### src/hdl/dfs_pkg.sv
// ----------------------------------------------------------------------------
// dfs_pkg
// Shared constants, command/status structs and helpers for the depth first
// search discovery/finish time block.
// ----------------------------------------------------------------------------
package dfs_pkg;

  // Graph size and derived widths
  localparam int MaxVertices = 32;
  localparam int VIdxW       = $clog2(MaxVertices);
  localparam int CntW        = VIdxW + 1;
  localparam int TimeW       = CntW + 1;

  // Fixed field widths of the request and result ports
  localparam int EdgeW   = 6;
  localparam int VcW     = 6;
  localparam int SvW     = 5;
  localparam int CfgIdxW = 1;
  localparam int CfgW    = 6;
  localparam int OutIdxW = 5;
  localparam int OutTimW = 7;

  // Request kinds
  localparam logic KindAddEdge = 1'b0;
  localparam logic KindRun     = 1'b1;

  // Configuration register indexes
  localparam logic [CfgIdxW-1:0] CfgVertexCount = 1'b0;
  localparam logic [CfgIdxW-1:0] CfgStartVertex = 1'b1;

  localparam logic [VcW-1:0] VertexCountRst = VcW'(MaxVertices);

  // Controller to datapath commands
  typedef struct packed {
    logic add_edge;    // set one adjacency bit
    logic run_init;    // clear marks, time and stack; rewind emit index
    logic disc_start;  // discover the configured start vertex as a root
    logic disc_sweep;  // discover the lowest unvisited vertex as a root
    logic disc_cand;   // push current vertex, discover its candidate
    logic finish;      // stamp finish of current vertex, pop if possible
    logic emit;        // load one result into the output register
    logic clear_adj;   // wipe the adjacency matrix
  } dfs_cmd_t;

  // Datapath to controller status
  typedef struct packed {
    logic cand_found;  // current vertex has an unvisited live neighbor
    logic unv_found;   // some live vertex is still unvisited
    logic start_ok;    // start vertex lies below the live count
    logic sp_zero;     // no parent frames on the stack
    logic out_free;    // output register can take a result
    logic emit_last;   // emit index points at the final vertex
    logic graph_empty; // no live vertices at all
  } dfs_status_t;

  // Index of the lowest set bit, zero when none is set
  function automatic logic [VIdxW-1:0] lowest_set(input logic [MaxVertices-1:0] vec);
    logic [VIdxW-1:0] pos;
    pos = '0;
    for (int i = MaxVertices - 1; i >= 0; i--) begin
      if (vec[i]) begin
        pos = VIdxW'(i);
      end
    end
    return pos;
  endfunction

endpackage

### src/hdl/dfs_ctrl.sv
// ----------------------------------------------------------------------------
// dfs_ctrl
// Sequencer: takes requests, steps the walk, sweep and result phases and
// issues one command set per cycle to the datapath.
// ----------------------------------------------------------------------------
module dfs_ctrl (
  input  logic                 clk_i,
  input  logic                 rst_ni,
  input  logic                 in_valid_i,
  input  logic                 kind_i,
  output logic                 in_stall_o,
  input  dfs_pkg::dfs_status_t sts_i,
  output dfs_pkg::dfs_cmd_t    cmd_o
);
  import dfs_pkg::*;

  typedef enum logic [2:0] {
    StIdle,
    StRoot,
    StSweep,
    StWalk,
    StEmit
  } state_e;

  state_e state_q, state_d;
  logic   accept;

  assign in_stall_o = (state_q != StIdle);
  assign accept     = in_valid_i && (state_q == StIdle);

  // Command decode and next state
  always_comb begin
    cmd_o   = '0;
    state_d = state_q;
    case (state_q)
      StIdle: begin
        if (accept) begin
          if (kind_i == KindRun) begin
            cmd_o.run_init = 1'b1;
            state_d        = StRoot;
          end else begin
            cmd_o.add_edge = 1'b1;
          end
        end
      end
      StRoot: begin
        if (sts_i.start_ok) begin
          cmd_o.disc_start = 1'b1;
          state_d          = StWalk;
        end else begin
          state_d = StSweep;
        end
      end
      StSweep: begin
        if (sts_i.unv_found) begin
          cmd_o.disc_sweep = 1'b1;
          state_d          = StWalk;
        end else if (sts_i.graph_empty) begin
          // nothing to report: just wipe the matrix
          cmd_o.clear_adj = 1'b1;
          state_d         = StIdle;
        end else begin
          state_d = StEmit;
        end
      end
      StWalk: begin
        if (sts_i.cand_found) begin
          cmd_o.disc_cand = 1'b1;
        end else begin
          cmd_o.finish = 1'b1;
          if (sts_i.sp_zero) begin
            state_d = StSweep;
          end
        end
      end
      StEmit: begin
        if (sts_i.out_free) begin
          cmd_o.emit = 1'b1;
          if (sts_i.emit_last) begin
            cmd_o.clear_adj = 1'b1;
            state_d         = StIdle;
          end
        end
      end
      default: begin
        state_d = StIdle;
      end
    endcase
  end

  // State register
  always_ff @(posedge clk_i or negedge rst_ni) begin
    if (!rst_ni) begin
      state_q <= StIdle;
    end else begin
      state_q <= state_d;
    end
  end

endmodule

### src/hdl/dfs_dpath.sv
// ----------------------------------------------------------------------------
// dfs_dpath
// Datapath: configuration, adjacency matrix, visit marks, parent stack,
// time stamps and the result register.
// ----------------------------------------------------------------------------
module dfs_dpath (
  input  logic                              clk_i,
  input  logic                              rst_ni,
  input  logic                              cfg_we_i,
  input  logic [dfs_pkg::CfgIdxW-1:0]       cfg_idx_i,
  input  logic [dfs_pkg::CfgW-1:0]          cfg_data_i,
  input  logic [dfs_pkg::EdgeW-1:0]         edge_from_i,
  input  logic [dfs_pkg::EdgeW-1:0]         edge_to_i,
  input  dfs_pkg::dfs_cmd_t                 cmd_i,
  output dfs_pkg::dfs_status_t              sts_o,
  output logic                              out_valid_o,
  input  logic                              out_stall_i,
  output logic [dfs_pkg::OutIdxW-1:0]       vertex_index_o,
  output logic [dfs_pkg::OutTimW-1:0]       discovery_time_o,
  output logic [dfs_pkg::OutTimW-1:0]       finish_time_o,
  output logic                              last_result_o
);
  import dfs_pkg::*;

  // Configuration
  logic [VcW-1:0] vc_q;
  logic [SvW-1:0] sv_q;

  // Traversal state
  logic [MaxVertices-1:0] adj_q [MaxVertices];
  logic [MaxVertices-1:0] visited_q;
  logic [VIdxW-1:0]       stack_q [MaxVertices];
  logic [TimeW-1:0]       disc_q  [MaxVertices];
  logic [TimeW-1:0]       fin_q   [MaxVertices];
  logic [VIdxW-1:0]       u_q;
  logic [CntW-1:0]        sp_q;
  logic [TimeW-1:0]       time_q;
  logic [VIdxW-1:0]       emit_idx_q;

  // Result register
  logic                   out_valid_q;
  logic [OutIdxW-1:0]     out_idx_q;
  logic [OutTimW-1:0]     out_disc_q;
  logic [OutTimW-1:0]     out_fin_q;
  logic                   out_last_q;

  logic [CntW-1:0]        n_live;
  logic [MaxVertices-1:0] live;
  logic [MaxVertices-1:0] cand_vec;
  logic [MaxVertices-1:0] unv_vec;
  logic [VIdxW-1:0]       cand_idx;
  logic [VIdxW-1:0]       unv_idx;
  logic [VIdxW-1:0]       disc_v;
  logic                   discover;
  logic                   edge_ok;
  logic [TimeW-1:0]       time_inc;
  logic [CntW-1:0]        sp_m1;
  logic                   out_free;

  // Live vertex count, saturated at the array size
  assign n_live = (CntW'(vc_q) > CntW'(MaxVertices)) ? CntW'(MaxVertices) : CntW'(vc_q);

  always_comb begin
    for (int i = 0; i < MaxVertices; i++) begin
      live[i] = (CntW'(i) < n_live);
    end
  end

  // Neighbor and root search
  assign cand_vec = adj_q[u_q] & ~visited_q & live;
  assign unv_vec  = ~visited_q & live;
  assign cand_idx = lowest_set(cand_vec);
  assign unv_idx  = lowest_set(unv_vec);

  assign discover = cmd_i.disc_start || cmd_i.disc_sweep || cmd_i.disc_cand;
  assign disc_v   = cmd_i.disc_start ? VIdxW'(sv_q) :
                    cmd_i.disc_sweep ? unv_idx : cand_idx;
  assign time_inc = time_q + TimeW'(1);
  assign sp_m1    = sp_q - CntW'(1);
  assign edge_ok  = (CntW'(edge_from_i) < n_live) && (CntW'(edge_to_i) < n_live);
  assign out_free = !out_valid_q || !out_stall_i;

  // Status to the controller
  always_comb begin
    sts_o             = '0;
    sts_o.cand_found  = |cand_vec;
    sts_o.unv_found   = |unv_vec;
    sts_o.start_ok    = (CntW'(sv_q) < n_live);
    sts_o.sp_zero     = (sp_q == '0);
    sts_o.out_free    = out_free;
    sts_o.emit_last   = (CntW'(emit_idx_q) == (n_live - CntW'(1)));
    sts_o.graph_empty = (n_live == '0);
  end

  // Configuration registers
  always_ff @(posedge clk_i or negedge rst_ni) begin
    if (!rst_ni) begin
      vc_q <= VertexCountRst;
      sv_q <= '0;
    end else if (cfg_we_i) begin
      case (cfg_idx_i)
        CfgVertexCount: vc_q <= VcW'(cfg_data_i);
        CfgStartVertex: sv_q <= cfg_data_i[SvW-1:0];
        default: begin
        end
      endcase
    end
  end

  // Adjacency matrix: bit set on edge add, full wipe after a run
  always_ff @(posedge clk_i or negedge rst_ni) begin
    if (!rst_ni) begin
      for (int r = 0; r < MaxVertices; r++) begin
        adj_q[r] <= '0;
      end
    end else if (cmd_i.clear_adj) begin
      for (int r = 0; r < MaxVertices; r++) begin
        adj_q[r] <= '0;
      end
    end else if (cmd_i.add_edge && edge_ok) begin
      adj_q[edge_from_i[VIdxW-1:0]][edge_to_i[VIdxW-1:0]] <= 1'b1;
    end
  end

  // Walk control: marks, current vertex, stack pointer, clock, emit index
  always_ff @(posedge clk_i or negedge rst_ni) begin
    if (!rst_ni) begin
      visited_q  <= '0;
      u_q        <= '0;
      sp_q       <= '0;
      time_q     <= '0;
      emit_idx_q <= '0;
    end else begin
      if (cmd_i.run_init) begin
        visited_q  <= '0;
        sp_q       <= '0;
        time_q     <= '0;
        emit_idx_q <= '0;
      end
      if (discover) begin
        visited_q[disc_v] <= 1'b1;
        u_q               <= disc_v;
        time_q            <= time_inc;
        if (cmd_i.disc_cand) begin
          sp_q <= sp_q + CntW'(1);
        end
      end
      if (cmd_i.finish) begin
        time_q <= time_inc;
        if (sp_q != '0) begin
          u_q  <= stack_q[sp_m1[VIdxW-1:0]];
          sp_q <= sp_m1;
        end
      end
      if (cmd_i.emit) begin
        emit_idx_q <= emit_idx_q + VIdxW'(1);
      end
    end
  end

  // Stack frames and time stamps
  always_ff @(posedge clk_i) begin
    if (cmd_i.disc_cand) begin
      stack_q[sp_q[VIdxW-1:0]] <= u_q;
    end
    if (discover) begin
      disc_q[disc_v] <= time_inc;
    end
    if (cmd_i.finish) begin
      fin_q[u_q] <= time_inc;
    end
  end

  // Result register handshake
  always_ff @(posedge clk_i or negedge rst_ni) begin
    if (!rst_ni) begin
      out_valid_q <= 1'b0;
    end else if (cmd_i.emit) begin
      out_valid_q <= 1'b1;
    end else if (!out_stall_i) begin
      out_valid_q <= 1'b0;
    end
  end

  // Result payload
  always_ff @(posedge clk_i) begin
    if (cmd_i.emit) begin
      out_idx_q  <= OutIdxW'(emit_idx_q);
      out_disc_q <= OutTimW'(disc_q[emit_idx_q]);
      out_fin_q  <= OutTimW'(fin_q[emit_idx_q]);
      out_last_q <= sts_o.emit_last;
    end
  end

  assign out_valid_o      = out_valid_q;
  assign vertex_index_o   = out_idx_q;
  assign discovery_time_o = out_disc_q;
  assign finish_time_o    = out_fin_q;
  assign last_result_o    = out_last_q;

`ifndef SYNTHESIS
  // A discovered neighbor must not have been reached before
  a_cand_unseen: assert property (@(posedge clk_i) disable iff (!rst_ni)
    cmd_i.disc_cand |-> !visited_q[cand_idx])
    else $error("candidate vertex already visited");

  // Stamps never pass twice the live vertex count
  a_time_bound: assert property (@(posedge clk_i) disable iff (!rst_ni)
    (discover || cmd_i.finish) |-> (time_q < {n_live, 1'b0}))
    else $error("time counter overrun");

  // Every live vertex is stamped before results go out
  a_all_done: assert property (@(posedge clk_i) disable iff (!rst_ni)
    cmd_i.emit |-> ((visited_q & live) == live))
    else $error("result emitted before traversal complete");

  // The stack never grows past the vertex count
  a_stack_room: assert property (@(posedge clk_i) disable iff (!rst_ni)
    cmd_i.disc_cand |-> (sp_q < (n_live - CntW'(1))))
    else $error("stack overflow");

  // Results are only loaded into a free output register
  a_emit_free: assert property (@(posedge clk_i) disable iff (!rst_ni)
    cmd_i.emit |-> out_free)
    else $error("result loaded over a pending one");
`endif

endmodule

### src/hdl/dfs_discovery_finish_times.sv
// ----------------------------------------------------------------------------
// dfs_discovery_finish_times
// Depth first search discovery and finish times over a directed graph.
// ----------------------------------------------------------------------------
// Usage:
//   Input channel (in_valid_i / in_stall_o) takes requests. kind_i = 0 adds
//   the edge edge_from_i -> edge_to_i; edges with an end at or above the
//   live vertex count are dropped. An edge request leaves the block idle,
//   so edge loads stream at one per cycle. kind_i = 1 starts a run.
//   A run walks depth first from start_vertex (if in range), then from each
//   unvisited vertex in index order. Once the request is accepted the block
//   checks the start vertex, walks discovering or finishing one vertex at a
//   time (a root is discovered in its start or sweep check), makes a final
//   sweep check, then loads the results one at a time. All stamps come from
//   the single shared search and stamp datapath; in_stall_o is high for the
//   whole run. With no live vertices a run gives no results.
//   Output channel (out_valid_o / out_stall_i) gives n results, vertex 0
//   first, last_result_o on the final one. A result sits in an output
//   register; while out_stall_i is high the run waits before the next one.
//   After the last result is loaded the adjacency matrix is cleared and new
//   requests are taken even if that result is still waiting.
//   Reset clears the matrix, sets vertex_count to 32 and start_vertex to 0.
// ----------------------------------------------------------------------------
module dfs_discovery_finish_times (
  input  logic                          clk_i,
  input  logic                          rst_ni,
  input  logic                          cfg_we_i,
  input  logic [dfs_pkg::CfgIdxW-1:0]   cfg_idx_i,
  input  logic [dfs_pkg::CfgW-1:0]      cfg_data_i,
  input  logic                          in_valid_i,
  output logic                          in_stall_o,
  input  logic                          kind_i,
  input  logic [dfs_pkg::EdgeW-1:0]     edge_from_i,
  input  logic [dfs_pkg::EdgeW-1:0]     edge_to_i,
  output logic                          out_valid_o,
  input  logic                          out_stall_i,
  output logic [dfs_pkg::OutIdxW-1:0]   vertex_index_o,
  output logic [dfs_pkg::OutTimW-1:0]   discovery_time_o,
  output logic [dfs_pkg::OutTimW-1:0]   finish_time_o,
  output logic                          last_result_o
);
  import dfs_pkg::*;

  dfs_cmd_t    cmd;
  dfs_status_t sts;

  // Sequencer
  dfs_ctrl u_ctrl (
    .clk_i      (clk_i),
    .rst_ni     (rst_ni),
    .in_valid_i (in_valid_i),
    .kind_i     (kind_i),
    .in_stall_o (in_stall_o),
    .sts_i      (sts),
    .cmd_o      (cmd)
  );

  // Storage and stamping
  dfs_dpath u_dpath (
    .clk_i            (clk_i),
    .rst_ni           (rst_ni),
    .cfg_we_i         (cfg_we_i),
    .cfg_idx_i        (cfg_idx_i),
    .cfg_data_i       (cfg_data_i),
    .edge_from_i      (edge_from_i),
    .edge_to_i        (edge_to_i),
    .cmd_i            (cmd),
    .sts_o            (sts),
    .out_valid_o      (out_valid_o),
    .out_stall_i      (out_stall_i),
    .vertex_index_o   (vertex_index_o),
    .discovery_time_o (discovery_time_o),
    .finish_time_o    (finish_time_o),
    .last_result_o    (last_result_o)
  );

endmodule

### config.mk
export PLATFORM = sky130hd
export DESIGN_NAME = dfs_discovery_finish_times
export DESIGN_NICKNAME = d
export VERILOG_FILES = /design/src/hdl/dfs_pkg.sv /design/src/hdl/dfs_ctrl.sv /design/src/hdl/dfs_dpath.sv /design/src/hdl/dfs_discovery_finish_times.sv
export SDC_FILE = /design/constraint.sdc
export NUM_CORES = 2
export LEC_CHECK = 0
export BUFFER_PORTS_ARGS = -buffer_cell sky130_fd_sc_hd__buf_2
export CORE_UTILIZATION = 65
export CTS_BUF_LIST = sky130_fd_sc_hd__clkbuf_4
export CTS_CLUSTER_DIAMETER = 120
export CTS_CLUSTER_SIZE = 14
export DETAILED_ROUTE_END_ITERATION = 10
export PLACE_DENSITY_LB_ADDON = 0.1
export SYNTH_ARGS = -nofsm -noshare
export SYNTH_HDL_FRONTEND = slang
export SYNTH_HIERARCHICAL = 1
export SYNTH_SLANG_ARGS = --single-unit
### constraint.sdc
create_clock -name clk_i -period 8.9 [get_ports clk_i]
set_input_delay 0.89 -clock clk_i [delete_from_list [all_inputs] [get_ports clk_i]]
set_output_delay 0.89 -clock clk_i [all_outputs]
set_load 0.01 [all_outputs]
**After elaboration in Yosys (flattened, before gate mapping)**

Memory sizes are Yosys's and may differ from the RTL's. A register that Yosys moved wholly into a read port is not among the register bits.
Index checks and enable logic that the tools add are counted.

- Register bits after elaboration: 1100
- Memory bits (writable): 608
- Bits of input ports: 25
- Output and inout port bits: 22
- Logic and storage cells: 267
- Memories: 3

Memory list:

| name | words | bits a word | rd ports | clocked after Yosys merged registers in | wr ports | line | source |
|---|---|---|---|---|---|---|---|
| u_dpath.disc_q | 32 | 7 | 1 | 1 | 1 | dfs_dpath.sv:33 | `logic [TimeW-1:0] disc_q [MaxVertices];` |
| u_dpath.fin_q | 32 | 7 | 1 | 1 | 1 | dfs_dpath.sv:34 | `logic [TimeW-1:0] fin_q [MaxVertices];` |
| u_dpath.stack_q | 32 | 5 | 1 | 0 | 1 | dfs_dpath.sv:32 | `logic [VIdxW-1:0] stack_q [MaxVertices];` |

- Add/subtract/negate cells: 5
- Order comparisons: 43
- Equal/unequal tests: 12
- Mux-type cells: 128
- Bitwise gates (word level): 9
- Reduce and logical (&&, ||, !) cells: 24

Operators by type and width:

| kind | number |
|---|---|
| 2-to-1 mux 1024 bit | 2 |
| OR 1024 bit | 1 |
| 2-to-1 mux 5 bit | 71 |
| binary-select mux 32 bit (select 5 bit) | 1 |
| demux 32 bit (select 5 bit) | 1 |
| 2-to-1 mux 32 bit | 5 |
| AND 32 bit | 3 |
| < comparator 5 x 6 -> 1 bit, first input constant | 16 |
| OR reduction 32 bit | 2 |
| < comparator 4 x 6 -> 1 bit, first input constant | 8 |
| 2-to-1 mux 6 bit | 6 |
| inverter 32 bit | 1 |
| OR 32 bit | 1 |
| < comparator 3 x 6 -> 1 bit, first input constant | 4 |
| 2-to-1 mux 3 bit | 8 |
| 2-to-1 mux 1 bit | 23 |
| 2-to-1 mux 7 bit | 3 |
| one-hot mux 3 bit (5 select lines) | 1 |
| >= comparator 6 bit, second input constant | 2 |
| zero test 6 bit | 2 |
| < comparator 1 x 6 -> 1 bit, first input constant | 2 |
| < comparator 2 x 6 -> 1 bit, first input constant | 2 |
| < comparator 5 x 6 -> 1 bit, second input constant | 2 |
| < comparator 6 bit | 2 |
| 28 further kinds | 52 |

**Logic depth before layout (Yosys ltp)**

- Depth after elaboration: 46
- Depth in mapped cells: 23
- Depth with buffers taken out: 19

**Hierarchy**

Netlist, hierarchy kept.

By module, submodules not included:

| module | times used | cells an instance | area an instance (um^2) | seq. area each (um^2) |
|---|---|---|---|---|
| dfs_dpath | 1 | 6292 | 75179.6 | 46160.5 |
| dfs_ctrl | 1 | 30 | 247.7 | 75.1 |

**Least setup slack after synthesis**

OpenSTA, ideal clock, no wires.

- Path type: register to register
- Start: register u_dpath.vc_q[5]
- End: memory u_dpath/disc_q[28][0] (netlist bit) (enable)
- Library setup time: 0.380 ns
- Arrival time: 5.029 ns
- Required time: 8.520 ns
- Slack: 3.491 ns
- Cell stages (with the launch flop): 21
- Buffers on the path: 4
- Cell sequence: dfstp_2 > clkbuf_1 > clkbuf_1 > nand2b_1 > inv_1 > ha_1 > inv_1 > a311oi_1 > or4_1 > nor4b_1 > nand3_1 > nor4bb_4 > o21ai_0 > nand2b_1 > a31oi_1 > a211o_1 > or2_1 > buf_4 > a2bb2oi_4 > buf_4 > nor3_1

RTL lines:

| what | line | source |
|---|---|---|
| start: declaration | dfs_dpath.sv:26 | `logic [VcW-1:0] vc_q;` |
| start signal: assignment | dfs_dpath.sv:98 | `vc_q <= VertexCountRst;` |
| start signal: assignment | dfs_dpath.sv:102 | `CfgVertexCount: vc_q <= VcW'(cfg_data_i);` |
| end: declaration | dfs_dpath.sv:33 |  |

==> impl_metrics.sql <==
INSERT INTO impl_metrics (metric_group, metric, value, unit) VALUES
('run_status', 'status', 'finished, violations left', ''),
('run_status', 'violations', 'DRC', ''),
('sta', 'worst_slew_pin_slew', '1.29', 'ns'),
('cts', 'clockBufferDepth', '3', ''),
('drt', 'detailroute.via_count', '51670', ''),
('logic_synthesis', 'synthDominantAreaCellType', 'sky130_fd_sc_hd__dfrtp_1', ''),
('finish', 'post_route_utilization', '0.684', ''),
('flow_run', 'max-cap-violations', '0', ''),
('finish', 'layout.cells.non_filler', '7689', ''),
('die', 'die_x_extent', '343', 'um'),
('cts', 'cts_inserted_buffers', '140', ''),
('sta', 'drv_slew', '0', ''),
('logic_synthesis', 'yosys-top-cells-count', 'sky130_fd_sc_hd__o22ai_1 (1294), sky130_fd_sc_hd__dfrtp_1 (1093), sky130_fd_sc_hd__inv_1 (1057)', ''),
('drt', 'ant_nets', '0', ''),
('power_and_ir_drop', 'powerDensity', '284', 'nW/um^2'),
('sta', 'timing.final.hold_violations', '0', ''),
('sta', 'timing.setup.tns', '0', 'ns'),
('power_and_ir_drop', 'total_power', '22300', 'uW'),
('placement', 'worst_setup_timing_slack_at_the_placement_stage', '1.42', 'ns'),
('sta', 'rel_slew_slack', '0.139', ''),
('drt', 'wire_per_inst', '28.0', 'um'),
('placement', 'portBuffers', '46', ''),
('sta', 'post-route-min-period', '7.91', 'ns'),
('logic_synthesis', 'postSynth.topFlopCell', 'sky130_fd_sc_hd__dfrtp_1', ''),
('cts', 'ctsRootBufferMaster', 'sky130_fd_sc_hd__clkbuf_4', ''),
('sta', 'period_share', '0.889', ''),
('global_route', 'grt-ovfl-total', '0', ''),
('critical_path', 'worstPathRequired', '9.70', 'ns'),
('sta', 'rsz0062_at_grt', 'no', ''),
('critical_path', 'worstPathArrival', '8.72', 'ns'),
('die', 'die_outline_area', '117000', 'sq um'),
('global_route', 'grt_first_pass_wirelength', '323', 'mm'),
('finish', 'fillCellCount', '8424', ''),
('logic_synthesis', 'synth_top_cell_area_share', '0.363', ''),
('logic_synthesis', 'post_synthesis_cell_area', '75400', 'sq um'),
('drt', 'totalWireLength', '216', 'mm'),
('cts', 'worstSkewPairLatency', '1.19', 'ns'),
('global_route', 'gr-usage-all-layers', '0.371', ''),
('cts', 'postCtsResizedCells', '0', ''),
('critical_path', 'path_class', 'reg2reg', ''),
('die', 'core', '115000', 'sq um'),
('logic_synthesis', 'synth-edff-count', '628', ''),
('cts', 'tritoncts_num_sinks', '1722', ''),
('power_and_ir_drop', 'power.static_leakage', '0.0347', 'uW'),
('placement', 'post_place_cells', '7476', ''),
('logic_synthesis', 'synth-seq-area-share', '0.613', ''),
('cts', 'tritoncts_clock_tree', 'done', ''),
('logic_synthesis', 'synth-seq-cells', '1722', ''),
('global_route', 'first_global_vias', '49879', ''),
('drt', 'post-route-drc-count', '18', ''),
('die', 'ioPinCount', '47', ''),
('critical_path', 'worstSetupEndpointType', 'flop', ''),
('logic_synthesis', 'synthesis.yosys.warnings', '6', ''),
('die', 'rows', '124', ''),
('critical_path', 'worst_setup_path_start_kind', 'flop', ''),
('global_route', 'grt_antenna_before_repair', '11', ''),
('logic_synthesis', 'postSynthNetCount', '6371', ''),
('cts', 'cts-htree-levels', '4', ''),
('die', 'initial_utilization', '0.658', ''),
('sta', 'setup_slack', '0.987', 'ns'),
('logic_synthesis', 'post_synth.cell_area_avg', '11.9', 'sq um'),
('finish', 'area.growth.synth_to_final', '4.00', '%'),
('logic_synthesis', 'synth_cell_types', '95', ''),
('cts', 'cts.reportedPaths.clkPinSlew', '0.17', 'ns'),
('placement', 'hpwlAfterDp', '126', 'mm'),
('finish', 'area.sequential', '46300', 'sq um'),
('drt', 'avgViaCountPerCell', '6.72', ''),
('sta', 'achievable-frequency', '126', 'MHz'),
('die', 'die_h', '343', 'um'),
('logic_synthesis', 'cell_with_the_most_instances_after_synthesis', 'sky130_fd_sc_hd__o22ai_1', ''),
('finish', 'post_route_cells_drive_above_1_share', '0.0979', '');
[cell usage in the layout (no fill, tap or decap), types with 13 or more instances in the layout]
master,synthesis,final
sky130_fd_sc_hd__o2bb2ai_1,26,26
sky130_fd_sc_hd__mux2i_1,610,610
sky130_fd_sc_hd__a21oi_1,57,57
sky130_fd_sc_hd__inv_1,1057,1056
sky130_fd_sc_hd__buf_4,23,110
sky130_fd_sc_hd__dfrtp_1,1093,1085
sky130_fd_sc_hd__o21a_1,13,13
sky130_fd_sc_hd__buf_2,65,45
sky130_fd_sc_hd__edfxtp_1,628,628
sky130_fd_sc_hd__mux4_2,114,114
sky130_fd_sc_hd__or4_1,15,15
sky130_fd_sc_hd__clkbuf_4,0,187
sky130_fd_sc_hd__nor4_1,36,36
sky130_fd_sc_hd__buf_12,0,15
sky130_fd_sc_hd__nor2_1,174,173
sky130_fd_sc_hd__or2_2,15,15
sky130_fd_sc_hd__nand2_1,190,157
sky130_fd_sc_hd__ha_1,24,23
sky130_fd_sc_hd__o22ai_1,1294,1294
sky130_fd_sc_hd__o21ai_0,47,47
sky130_fd_sc_hd__nand2_2,0,29
sky130_fd_sc_hd__o221ai_1,71,71
sky130_fd_sc_hd__nand3_1,34,34
sky130_fd_sc_hd__nor3_1,25,23
[logic make-up after synthesis]
| kind of cell | after synthesis | synth area share |
|---|---|---|
| simple gates | 610 | 0.0408 |
| mux | 734 | 0.116 |
| buf+inv | 1586 | 0.0828 |
| compound gates | 1630 | 0.141 |
| xor+xnor | 16 | 0.00186 |
| flops | 1722 | 0.613 |
| fa+ha+maj | 24 | 0.00398 |
[registers in the layout, summed over array words and instances (netlist names), 6 cells and up]
signal and count:
u_dpath/fin_q 224, u_dpath/visited_q 32, u_dpath/sp_q 6, u_dpath/time_q 7
u_dpath/adj_q 1024, u_dpath/finish_time_o 7, u_dpath/stack_q 160, u_dpath/disc_q 224
u_dpath/vc_q 6, u_dpath/discovery_time_o 7
[metal layers]
| metal | share of wire | GRT usage | vias up |
|---|---|---|---|
| met2 | 0.46 | 0.557 | 2609 |
| met1 | 0.40 | 0.530 | 26038 |
| met5 | 0.00023 | 0 | - |
| met3 | 0.098 | 0.0786 | 566 |
| li1 | - | - | 22449 |
| met4 | 0.047 | 0.159 | 8 |
[stage by stage]
stage / instance area (sq um) / hold WS (ns)
2_1_floorplan: 75400 / 0.446
3_3_place_gp: 76700 / 0.474
3_5_place_dp: 76700 / 0.482
4_1_cts: 78400 / 0.0336
5_1_grt: 78400 / 0.130
6_report: 78400 / 0.168
[final timing paths]
kind	from	endpoint	slack, ns	cells past startpoint
max in group asynchronous	rst_ni	u_dpath/adj_q[807]$_DFFE_PN0P_	6.24	4
worst min-delay path	cfg_idx_i	u_dpath/vc_q[5]$_DFFE_PN1P_	0.17	4
worst min register to register	u_dpath/sp_q[5]$_DFF_PN0_	u_dpath/sp_q[5]$_DFF_PN0_	0.50	1
worst max-delay path	u_dpath/vc_q[5]$_DFFE_PN1P_	u_dpath/disc_q[7][4]$_DFFE_PP_	0.99	16
worst max register to register	u_dpath/vc_q[5]$_DFFE_PN1P_	u_dpath/disc_q[7][4]$_DFFE_PP_	0.99	16
min in group asynchronous	rst_ni	u_dpath/adj_q[1018]$_DFFE_PN0P_	0.37	2
[final cells by class]
| type | count | area share |
|---|---|---|
| Antenna cell | 6 | 0.000191 |
| Clock inverter | 11 | 0.00297 |
| Timing Repair Buffer | 180 | 0.0186 |
| Multi-Input combinational cell | 3014 | 0.296 |
| Tap cell | 1512 | 0.0241 |
| Clock buffer | 187 | 0.0179 |
| Sequential cell | 1722 | 0.590 |
| Inverter | 1057 | 0.0506 |
[power by group]
part | total [uW] | switching [uW] | internal [uW] | leakage, uW
Clock | 3570 | 2410 | 1160 | 0.000968
Combinational | 8030 | 5140 | 2890 | 0.0180
Sequential | 10700 | 769 | 9930 | 0.0158
[worst max-delay path: stages (launching register included)]
cell and delay (ns):
sky130_fd_sc_hd__dfstp_2 0.79, sky130_fd_sc_hd__inv_1 0.34, sky130_fd_sc_hd__nand2_1 0.35, sky130_fd_sc_hd__inv_1 0.08, sky130_fd_sc_hd__ha_1 0.26, sky130_fd_sc_hd__inv_1 0.13
sky130_fd_sc_hd__a311oi_1 0.28, sky130_fd_sc_hd__or4_1 0.64, sky130_fd_sc_hd__nor4b_1 0.58, sky130_fd_sc_hd__nand3_1 0.22, sky130_fd_sc_hd__nor4bb_4 0.26, sky130_fd_sc_hd__a211oi_1 0.90
sky130_fd_sc_hd__o211ai_1 0.20, sky130_fd_sc_hd__a211oi_1 0.75, sky130_fd_sc_hd__or2_1 0.41, sky130_fd_sc_hd__nand4_1 0.60, sky130_fd_sc_hd__nor2_1 0.72
Note: power is estimated with default switching activity, not from simulation.
